## src/design/evl_pkg.sv

```systemverilog
// evl_pkg: shared types and codes for the event list scheduler.
// Holds the item structs, the slot entry type, and the cell control codes.
// No dependencies.
package evl_pkg;

  localparam int TIME_W = 32;
  localparam int TYPE_W = 8;
  localparam int PAY_W  = 32;
  localparam int CMD_W  = 2;
  localparam int STAT_W = 2;
  localparam int LEN_W  = 7;

  // commands
  localparam logic [CMD_W-1:0] CMD_SCHEDULE = 2'd0;
  localparam logic [CMD_W-1:0] CMD_ADVANCE  = 2'd1;
  localparam logic [CMD_W-1:0] CMD_CANCEL   = 2'd2;
  localparam logic [CMD_W-1:0] CMD_SETCLK   = 2'd3;

  // result status
  localparam logic [STAT_W-1:0] ST_OK       = 2'd0;
  localparam logic [STAT_W-1:0] ST_NOTFOUND = 2'd1;
  localparam logic [STAT_W-1:0] ST_FULL     = 2'd2;
  localparam logic [STAT_W-1:0] ST_LATE     = 2'd3;

  // per-cycle cell operations
  localparam logic [1:0] CELL_HOLD   = 2'd0;
  localparam logic [1:0] CELL_INSERT = 2'd1;
  localparam logic [1:0] CELL_SHIFT  = 2'd2;
  localparam logic [1:0] CELL_ROTATE = 2'd3;

  typedef struct packed {
    logic [CMD_W-1:0]  command;
    logic [TIME_W-1:0] event_time;
    logic [TYPE_W-1:0] evt_code;
    logic [PAY_W-1:0]  payload;
  } in_item_t;

  typedef struct packed {
    logic [STAT_W-1:0] status;
    logic [TIME_W-1:0] out_time;
    logic [TYPE_W-1:0] out_type;
    logic [PAY_W-1:0]  out_payload;
    logic [TIME_W-1:0] clock_now;
    logic [TYPE_W-1:0] next_kind;
    logic [LEN_W-1:0]  list_length;
  } out_item_t;

  typedef struct packed {
    logic [TIME_W-1:0] ev_time;
    logic [TYPE_W-1:0] ev_type;
    logic [PAY_W-1:0]  ev_pay;
  } entry_t;

  // broadcast from the controller to every cell
  typedef struct packed {
    logic [1:0] op;
    entry_t     ins;
    entry_t     head;
  } cell_ctl_t;

endpackage

```

## src/design/evl_cell.sv

```systemverilog
// evl_cell: one slot of the sorted event list.
// Holds one entry and moves it to or from its neighbors as the controller asks.
// Depends on evl_pkg.
module evl_cell (
  input  logic               clk,
  input  evl_pkg::cell_ctl_t ctl_i,
  input  logic               occ_i,
  input  logic               tail_i,
  input  evl_pkg::entry_t    left_i,
  input  logic               left_after_i,
  input  evl_pkg::entry_t    right_i,
  output evl_pkg::entry_t    ent_o,
  output logic               after_o
);

  evl_pkg::entry_t ent_r;
  evl_pkg::entry_t ent_nxt;

  // at or past the insert point: empty, or strictly later than the new time
  assign after_o = !occ_i || (ent_r.ev_time > ctl_i.ins.ev_time);
  assign ent_o   = ent_r;

  always_comb begin
    ent_nxt = ent_r;
    unique case (ctl_i.op)
      evl_pkg::CELL_HOLD: begin
        ent_nxt = ent_r;
      end
      evl_pkg::CELL_INSERT: begin
        if (after_o) begin
          ent_nxt = left_after_i ? left_i : ctl_i.ins;
        end
      end
      evl_pkg::CELL_SHIFT: begin
        ent_nxt = right_i;
      end
      evl_pkg::CELL_ROTATE: begin
        ent_nxt = tail_i ? ctl_i.head : right_i;
      end
    endcase
  end

  always_ff @(posedge clk) begin
    ent_r <= ent_nxt;
  end

endmodule

```

## config.mk

```make
export PLATFORM = sky130hd
export DESIGN_NAME = evl_cell
export DESIGN_NICKNAME = d
export VERILOG_FILES = /design/src/design/evl_pkg.sv /design/src/design/evl_cell.sv
export SDC_FILE = /design/constraint.sdc
export NUM_CORES = 1
export LEC_CHECK = 0
export ABC_CLOCK_PERIOD_IN_PS = 5900
export BUFFER_PORTS_ARGS = -buffer_cell sky130_fd_sc_hd__buf_2
export CAP_MARGIN = 20
export CORE_AREA = 2 2 142 144
export CTS_CLUSTER_DIAMETER = 200
export DETAILED_ROUTE_END_ITERATION = 7
export DIE_AREA = 0 0 144 146
export PLACE_DENSITY = 0.59
export SLEW_MARGIN = 20
export SYNTH_ARGS = -nofsm -noshare
export SYNTH_HDL_FRONTEND = slang
export SYNTH_SLANG_ARGS = --single-unit
```

## constraint.sdc

```tcl
create_clock -name clk -period 5.9 [get_ports clk]
set_input_delay 0.295 -clock clk [delete_from_list [all_inputs] [get_ports clk]]
set_output_delay 0.295 -clock clk [all_outputs]
set_load 0.01 [all_outputs]
```

# Word level (Yosys, flattened, before mapping)
# Cells that the tools add are included.
# word_totals
regBits	72
in_bits	294
wordCells	17
# op_classes
magnitude_cmp	1
eq_ne	4
n_mux	4
n_bitwise	1
n_reduce_logical	4
# op_table
op	n
$mux W72	3
$pmux W72 S3	1
$gt A32 B32 Y1	1
$eq A2 B2 Y1 const B	2
$eq A2 B1 Y1 const B	1
$logic_not A2 Y1	1
$ne A2 B2 Y1 const B	1
$reduce_and A2 Y1	1
$logic_not A1 Y1	1
$logic_or A1 B1 Y1	1
$not A1 Y1	1

# Longest topological paths before layout
# Gate-level depths: netlist of the first run.
# logic_depth
word_depth	4
ltp_mapped	7
mapped_depth_nobuf	7

# Least setup slack after synthesis of the first run
# OpenSTA, ideal clock, no wires.
# synth_path
path_kind	register to register
startpoint	reg ent_r (netlist bit ent_o[41])
endpoint	reg ent_r (netlist bit ent_o[0]), enable pin
arrival_ps	3537
required_time_ps	5443
path_slack_ps	1906
stages_incl_launch_ff	7
path_buffers	0
synth_period_minus_slack_ps	3994
path_cell_list	edfxtp_1 > ha_1 > nor2b_4 > o211ai_2 > a2111oi_2 > o31ai_1 > a41oi_2
# synth_between
elab_chain_len	4
# synth_rtl
element	line_no	source
from (decl)	evl_cell.sv:16	evl_pkg::entry_t ent_r;
from (signal assigned)	evl_cell.sv:44	ent_r <= ent_nxt;
$gt A32 B32 Y1	evl_cell.sv:20	assign after_o = !occ_i || (ent_r.ev_time > ctl_i.ins.ev_time);
$logic_or A1 B1 Y1	evl_cell.sv:20	
$ne A2 B2 Y1 (no source line)	n/a	
$reduce_and A2 Y1 (no source line)	n/a	
# Every way passes these cells.
# A chain may end at the register's enable or synchronous reset.

# Worst setup path after layout of the first run
# layout_path
startpoint	reg ent_r (netlist bit ent_o[63])
endpoint	reg ent_r (netlist bit ent_o[34]), enable pin
# The elaborated chain is that of the path after synthesis.

==> flow_summary.ini, run 1 <==
[cells_and_area]
area_growth_syn_to_layout_pct = 44.1
multi_input_area_um2 = 2840
antenna_cells = 0
largest_register_ffs = 72
fillers = 2008
nNetsFinal = 1185
drive_gt1_frac = 0.457
regArea_um2 = 2160
fin_cells = 1128
design_area_um2 = 7610

[logic_synthesis]
synth-simple-area-share = 0.0987
synth.distinct_cells = 35
synth_top_family_by_area = compound AO/OA/AOI/OAI gates
synth_xor_area_frac = 0
synthFlopType = edfxtp_1
yosys_warnings = 0
ys_ff_latch = 72
synthesis.area_um2 = 5280
yosysSeqAreaShare = 0.409
syn_inst = 516
yosysTopAreaCellShare = 0.409
avgSynthCellArea_um2 = 10.2
synth_edf_count = 72
synth.area.top_cells = edfxtp_1 41%, mux2i_1 14%, a21oi_1 8.0%
synth-async-reset-ratio = 0
syn-num-nets = 842
synthMuxAreaShare = 0.136
synth_compound_area_frac = 0.223
synth_top_area_cell = edfxtp_1
yosys.area_share.adder = 0.0758

[placement]
dp_hpwl_mm = 14.5
post-place-ws_ps = 3150
place_area_um2 = 7340
portBuffers = 366
dp.cells = 1113
place_congestion = 0.797

[worst_hold_path]
hold_end = ent_o[33]$_DFFE_PP_
min_path_cells = 3
hp-class = in2reg
min_from = left_i[33]

[floorplan]
rows = 51
core_um2 = 19300
initial_core_util = 0.273
die_h_um = 146
die-area_um2 = 21000
die_w_um = 144
ios = 367

[timing]
finalCriticalPeriod_ps = 2690
setup_viol = 0
hold_viol_final = 0
fmax_mhz = 371
fin_skew_ps = 6.07
maxSlewHeadroom = 0.459
fin_setup_tns_ps = 0
rsz0062_at_grt = no
period_share = 0.456
worst_pin_slew_ps = 812
worst_slack_ps = 3210
drv_slew = 0

[grt]
grt_max_degree = 81
grt_util_all_layers = 0.166
grt_pass1_vias = 5134
grt-ovfl-total = 0
grt_pass1_wl_mm = 26.9
antenna_found_initial = 2

[worst_setup_path]
critPathLaunchType = flop
crit_path_end_kind = flop
worstPathArrival_ps = 2660
path_cells = ha_1 > nand4_1 > nor4_2 > o31ai_1 > a41oi_4 > buf_4
cpLargestDelayFamily = simple AND/OR/NAND/NOR gates
worst-path-buf-inv = 1
cp_slowest_cell = buf_4
rr_worst_depth = 6
cp_max_fo = 37
path_class = reg2reg
reg2reg_to = ent_o[34]$_DFFE_PP_
r2r-start = ent_o[63]$_DFFE_PP_
r2r_slack_ps = 3210
required_ps = 5870
worst_path_largest_cell_delay_ps = 480

[power]
leakage_uw = 0.00402
p_clk_frac = 0.318
p_comb_frac = 0.278
pwr-share-seq = 0.404
power_switching_uw = 468
power_density_nw_per_um2 = 215
internal-power_uw = 1170
swShare = 0.285
ir_worst_vdd_v = 0.000120

[clock_network]
path_clk_slew_ps = 60
postCtsSetupBuffers = 0
worstSkewPairLatency_ps = 330
clockBufferDepth = 2
cts_tree = yes
cts_made_buffers = 9
cts_root_buf = clkbuf_16
htreeDepth = 3
cts_resized = 0
holdBufCountCts = 0
clock-sinks = 72

[route]
drc = 0
vias_per_cell = 4.63
routedWlPerCell_um = 16.1
drtIter0Drc = 216
totalWireLength_mm = 18.1
vias = 5226
drt_first_pass_iters = 4
ant_nets = 0

[run]
cap_viol_max_count = 0

[outcome]
status = finished clean
[cell families (layout without fill, tap and decap cells)]
kind of cell             count (synthesis)  in the layout
AO/OA/AOI/OAI                          172            172
adder cells (fa/ha/maj)                 32             32
buffers and inverters                   72            419
flip-flops                              72             72
multiplexers                            72             72
AND/OR/NAND/NOR                         96             96
[synth_stat cells (2+ instances only)]
master / count
inv_1: 32
nand3_1: 4
mux2i_1: 72
a21o_1: 3
a211oi_1: 44
buf_2: 19
nand4_1: 7
o211a_1: 29
buf_1: 5
clkbuf_1: 15
nor2_1: 4
a21oi_1: 84
edfxtp_1: 72
nand2_1: 33
ha_1: 32
nor2b_1: 41
o21ai_0: 2
[placed cells by master, fill, tap and decap left out, types with 2 or more instances in the layout]
cell type and instances:
a21o_1 3, buf_2 364, a21oi_1 84, clkbuf_16 9, a211oi_1 44, edfxtp_1 72, o211a_1 29, nand2_1 33
o21ai_0 2, buf_4 7, clkinv_2 3, ha_1 32, nand3_1 4, mux2i_1 72, nor2b_1 41, nor2_1 4
nand4_1 7, inv_1 32
[power by group through the flow]
stage	clock network [µW]	registers, µW	logic [µW]
after floorplan	0	708	209
after global placement	0	670	460
after detailed placement	0	673	462
after CTS	542	664	463
after global routing	565	670	506
final	522	663	455
[tightest hold or removal path: cells and delay by family]
family	cells	cell delay, ps
AOI/OAI and AO/OA	2	160
buffers and inverters	1	70
[final cells by class]
cell class                 count  share of cell area
clock buffer                  10              0.0301
sequential                    72               0.284
inverter                      33              0.0169
multi-input combinational    372               0.373
clock inverter                 5             0.00641
tap                          265              0.0435
timing repair buffer         371               0.246
[per-layer routing]
layer | GRT usage | routed length [µm] | up-vias
met2 | 0.295 | 9030 | 226
met1 | 0.189 | 7240 | 2322
met3 | 0.0424 | 1420 | 30
met4 | 0.0657 | 443 | 4
met5 | 0 | 21 | -
li1 | - | - | 2644
[worst max path at each step]
stage | endpoint | start | cells after the start | slack [ps]
2_1_floorplan | ent_o[0]$_DFFE_PP_ | ent_o[41]$_DFFE_PP_ | 6 | 1910
3_3_place_gp | ent_o[29]$_DFFE_PP_ | ctl_i[135] | 8 | 3200
3_5_place_dp | ent_o[16]$_DFFE_PP_ | ctl_i[135] | 8 | 3150
4_1_cts | after_o | ent_o[70]$_DFFE_PP_ | 7 | 3170
5_1_grt | ent_o[34]$_DFFE_PP_ | ent_o[63]$_DFFE_PP_ | 6 | 3060
6_report | ent_o[34]$_DFFE_PP_ | ent_o[63]$_DFFE_PP_ | 6 | 3210
[through the flow]
step,utilization,hold slack [ps],total power (µW)
final,0.394,317,1640
after floorplan,-,552,917
after global placement,0.379,651,1130
after detailed placement,0.379,651,1140
after CTS,0.394,294,1670
after global routing,0.394,321,1740
Note: power is estimated with default switching activity, not from simulation.
==> inputs of run 2 (changes only) <==
ABC_AREA = 1   (was not set)
ABC_CLOCK_PERIOD_IN_PS = 2400   (was 5900)
PLACE_DENSITY = 0.63   (was 0.59)
clock period = 2.4 ns   (was 5.9 ns; I/O delays follow)
==> run 2 against run 1 <==
  * Die area did not move
  * Hold slack worse by 230 ps
  * Register-to-register slack got worse by 3000 ps
  * First-iteration DRC count grew 80%
  * Clock power up 150%
  * Sequential share of layout area shrank 1.3 points
  * Routed wire length is 27% higher
  * Critical path type is now reg2out
  * Critical endpoint is now after_o
==> flow_summary.ini, run 2 <==
[timing]
fin_skew_ps = 3.66
setup_viol = 0
worst_pin_slew_ps = 554
rsz0062_at_grt = no
fmax_mhz = 464
whs_ps = 89.3
hold_viol_final = 0
fin_setup_tns_ps = 0
period_share = 0.898
finalCriticalPeriod_ps = 2160
drv_slew = 0
maxSlewHeadroom = 0.631
worst_slack_ps = 244

[logic_synthesis]
synth.distinct_cells = 25
syn-num-nets = 1041
synth_top_area_cell = edfxtp_1
synth.most_common_cell = nand2_1
yosysTopAreaCellShare = 0.385
yosys_warnings = 0
synthesis.area_um2 = 5610
ys_ff_latch = 72
synth_edf_count = 72
syn_inst = 715
synth.area.top_cells = edfxtp_1 39%, nand2_1 9.2%, nor2_1 7.4%
avgSynthCellArea_um2 = 7.85
synthFlopType = edfxtp_1
yosysSeqAreaShare = 0.385
synth_common_cells = 137 x nand2_1, 110 x nor2_1, 72 x edfxtp_1
synth-async-reset-ratio = 0

[grt]
antenna_found_initial = 0
grt_pass1_vias = 6330
grt_max_degree = 74
grt_util_all_layers = 0.212
grt-ovfl-total = 0
grt_pass1_wl_mm = 34.3

[clock_network]
cts_tree = yes
cts_resized = 0
holdBufCountCts = 0
clockBufferDepth = 2
htreeDepth = 3
cts_made_buffers = 9
postCtsSetupBuffers = 0
path_clk_slew_ps = 60
worstSkewPairLatency_ps = 340
cts_root_buf = clkbuf_16
clock-sinks = 72

[floorplan]
ios = 367
die_w_um = 144
rows = 51
initial_core_util = 0.290
die-area_um2 = 21000
die_h_um = 146
core_um2 = 19300

[power]
leakage_uw = 0.00377
ir_worst_vdd_v = 0.000300
power_density_nw_per_um2 = 524

[worst_setup_path]
cp_max_fo = 2
crit_path_end_kind = output port
worstPathArrival_ps = 2040
critPathLaunchType = flop
path_class = reg2out
required_ps = 2280

[cells_and_area]
drive_gt1_frac = 0.399
nNetsFinal = 1382
area_growth_syn_to_layout_pct = 42.1
final_common_cell = buf_2
antenna_cells = 0
largest_register_ffs = 72
final_cell_mix = 366 x buf_2, 136 x nand2_1, 110 x nor2_1, 72 x edfxtp_1, 67 x o21ai_1

[route]
totalWireLength_mm = 23.0
ant_nets = 0
vias = 6582
drtIter0Drc = 389
vias_per_cell = 4.96
drc = 0
routedWlPerCell_um = 17.3
drt_first_pass_iters = 5

[placement]
place_congestion = 0.884
post-place-ws_ps = 219
portBuffers = 366
dp_hpwl_mm = 17.5

[outcome]
status = finished clean

[worst_hold_path]
hp-class = in2reg

[run]
cap_viol_max_count = 0
-- run 2: cell count changes after synthesis, sizes merged, moves of 42 or more --
cell    before  now
nand2       34  138
nor2b       42    0
nor2         4  111
a211oi      45    0
mux2i       72    0
o21ai        2  131
-- run 2: metrics by stage --
| stage | util | instance area (µm²) | power [µW] | std cells |
|---|---|---|---|---|
| global placement | 0.398 | 7690 | 2890 | 1310 |
| CTS | 0.412 | 7980 | 4230 | 1326 |
| detailed placement | 0.398 | 7690 | 2910 | 1310 |
| floorplan | - | 5620 | 2280 | 715 |
| finish | 0.412 | 7980 | 4180 | 1326 |
| global route | 0.412 | 7980 | 4420 | 1326 |
-- run 2: worst paths after layout --
| path | from | cells past startpoint | slack [ps] | endpoint |
|---|---|---|---|---|
| worst max-delay path | ent_o[71]$_DFFE_PP_ | 11 | 240 | after_o |
| worst min-delay path | right_i[22] | 3 | 90 | ent_o[22]$_DFFE_PP_ |
| worst max register to register | ent_o[71]$_DFFE_PP_ | 12 | 250 | ent_o[17]$_DFFE_PP_ |
| worst min register to register | ent_o[63]$_DFFE_PP_ | 10 | 1340 | ent_o[47]$_DFFE_PP_ |
-- run 2: layout make-up --
type	count	area [µm²]
inverter	44	166
clock inverter	5	47.5
timing repair buffer	383	2030
tap	265	332
clock buffer	11	233
sequential	72	2160
fill	2036	11400
multi-input combinational	546	3000
-- run 2: kinds of logic (layout without fill, tap and decap cells) --
| family | count (synthesis) | in the layout | share of synthesized area |
|---|---|---|---|
| buffers and inverters | 97 | 443 | 0.0825 |
| flip-flops | 72 | 72 | 0.385 |
| AND/OR/NAND/NOR | 266 | 266 | 0.183 |
| AO/OA/AOI/OAI | 248 | 248 | 0.278 |
| adder cells (fa/ha/maj) | 32 | 32 | 0.0713 |
-- run 2: worst max-delay path, cell delays in order (launching register included) --
cell	delay (ps)
edfxtp_1	390
ha_1	310
nand2_1	70
nor2_1	170
nand2_1	120
nor2_1	150
nand2_1	70
nand2_1	50
nand2_1	40
nand2_1	70
buf_4	130
buf_2	130
-- run 2: report_power, final --
part / internal [µW] / switching [µW] / total (µW)
clock network: 795 / 509 / 1300
registers: 1580 / 53.9 / 1630
logic: 529 / 713 / 1240
-- run 2: layer usage --
layer / GRT usage / share of wire / up-vias / routed length (µm)
met2: 0.374 / 0.49 / 339 / 11400
met1: 0.251 / 0.39 / 2983 / 8900
met3: 0.0573 / 0.099 / 30 / 2290
met5: 0 / 0 / - / 0
met4: 0.0564 / 0.019 / 0 / 437
li1: - / - / 3230 / -
==> inputs of run 3 (changes only) <==
GPL_TIMING_DRIVEN = 0   (was not set)
==> run 3 against run 2 <==
  * Flip-flop and latch count unchanged
  * Final area up 5.9%
  * Critical path type is now reg2reg
  * Total power is 5.6% higher
  * Routed wire length rose by 20%
  * Clock power grew 5%
  * Hold slack worse by 9.8 ps
  * First-iteration DRC count up 16%
  * Die area did not move
  * Largest power group unchanged
  * Critical endpoint is now ent_o[28]$_DFFE_PP_
  * Highest routed layer is now met5
  * Combinational power increased by 14%
  * Maximum frequency fell by 5.1%
  * Setup slack got worse by 120 ps
==> flow_summary.ini, run 3 (same netlist as run 2, synthesis figures left out) <==
[timing]
hold_viol_final = 0
period_share = 0.946
maxSlewHeadroom = 0.0668
drv_slew = 0
fin_setup_tns_ps = 0
fmax_mhz = 440
finalCriticalPeriod_ps = 2270
worst_slack_ps = 129
setup_viol = 0
fin_skew_ps = 8.79
rsz0062_at_grt = no
worst_pin_slew_ps = 1400

[clock_network]
path_clk_slew_ps = 60
worstSkewPairLatency_ps = 340
holdBufCountCts = 0
cts_root_buf = clkbuf_16
htreeDepth = 3
cts_tree = yes
cts_made_buffers = 9
clockBufferDepth = 2
clock-sinks = 72

[cells_and_area]
final_common_cell = buf_2
design_area_um2 = 8450
largest_register_ffs = 72
nNetsFinal = 1433
final_util = 0.437
final_cell_mix = 385 x buf_2, 131 x nand2_1, 107 x nor2_1, 72 x edfxtp_1, 67 x o21ai_1
area_growth_syn_to_layout_pct = 50.5
drive_gt1_frac = 0.420

[placement]
place_area_um2 = 7770
post-place-ws_ps = -619
place_congestion = 0.895
portBuffers = 364
dp_hpwl_mm = 20.3

[worst_setup_path]
crit_path_end_kind = flop
cp_slowest_cell = edfxtp_1
critical_path.endpoint = ent_o[28]$_DFFE_PP_
r2r_slack_ps = 130
worstPathArrival_ps = 2310
cp-startpoint = ent_o[61]$_DFFE_PP_
worst_path_largest_cell_delay_ps = 460
cp_max_fo = 6
path_class = reg2reg
rr_worst_depth = 11
critPathLaunchType = flop
required_ps = 2430
path_cells = ha_4 > nand2_2 > nor2_4 > nand4_1 > nor2_1 > nand2_1 > nand2_1 > nand2_2 > nand2_8 > nand2_8 > nand2_4
reg2reg_to = ent_o[28]$_DFFE_PP_
r2r-start = ent_o[61]$_DFFE_PP_

[floorplan]
initial_core_util = 0.290
die-area_um2 = 21000
ios = 367
die_w_um = 144
core_um2 = 19300
rows = 51
die_h_um = 146

[power]
ir_worst_vdd_v = 0.000328
power_density_nw_per_um2 = 522
leakage_uw = 0.00394

[grt]
grt_max_degree = 19
grt_pass1_wl_mm = 38.6
antenna_found_initial = 3
grt_util_all_layers = 0.246
grt_pass1_vias = 6747
grt-ovfl-total = 0

[route]
drc = 0
vias = 7026
drtIter0Drc = 450
routedWlPerCell_um = 20.0
vias_per_cell = 5.10
drt_first_pass_iters = 5
totalWireLength_mm = 27.5
ant_nets = 0

[run]
cap_viol_max_count = 0

[outcome]
status = finished clean

[worst_hold_path]
hp-class = in2reg
run 3: layer usage:
layer | global-route usage | part of all wire
met1 | 0.288 | 0.39
met2 | 0.437 | 0.49
met3 | 0.0599 | 0.089
met5 | 0 | 0.00065
met4 | 0.0779 | 0.022
run 3: critical path: cells and delay by family, from the launching register on:
family | cells | cell delay (ps)
adder cells (fa/ha/maj) | 1 | 310
AND/OR/NAND/NOR | 10 | 1180
flip-flops | 1 | 460
run 3: area by class of cell:
type,instances,area (µm²)
Fill cell,2019,10900
Multi-Input combinational cell,561,3360
Sequential cell,72,2160
Timing Repair Buffer,366,1840
Tap cell,265,332
Buffer,53,298
Clock buffer,11,233
Inverter,44,165
Clock inverter,5,47.5
Antenna cell,1,2.50
run 3: power by group:
part	total (µW)	internal (µW)	switching [µW]
Sequential	1640	1580	62.6
Clock	1360	797	564
Combinational	1410	578	832
run 3: repair_timing:
action                     in CTS  in global routing
setup endpoints to repair      72                 73
pin swaps                       3                 12
gates resized for setup        10                 21
setup buffers                   0                  2
cloned                          5                 10
run 3: through the flow:
step | instances | total power (µW) | hold slack (ps)
6_report | 1378 | 4410 | 79.6
3_5_place_dp | 1344 | 2920 | 421
2_1_floorplan | 715 | 2280 | 319
3_3_place_gp | 1344 | 2900 | 420
4_1_cts | 1365 | 4320 | 61.6
5_1_grt | 1377 | 4620 | 85.6
run 3: worst min path at each step:
stage	start	endpoint	slack, ps	cells after the start
3_3_place_gp	left_i[43]	ent_o[43]$_DFFE_PP_	420	3
5_1_grt	left_i[70]	ent_o[70]$_DFFE_PP_	90	3
3_5_place_dp	left_i[43]	ent_o[43]$_DFFE_PP_	420	3
4_1_cts	left_i[43]	ent_o[43]$_DFFE_PP_	60	3
2_1_floorplan	right_i[11]	ent_o[11]$_DFFE_PP_	320	2
6_report	left_i[43]	ent_o[43]$_DFFE_PP_	80	3
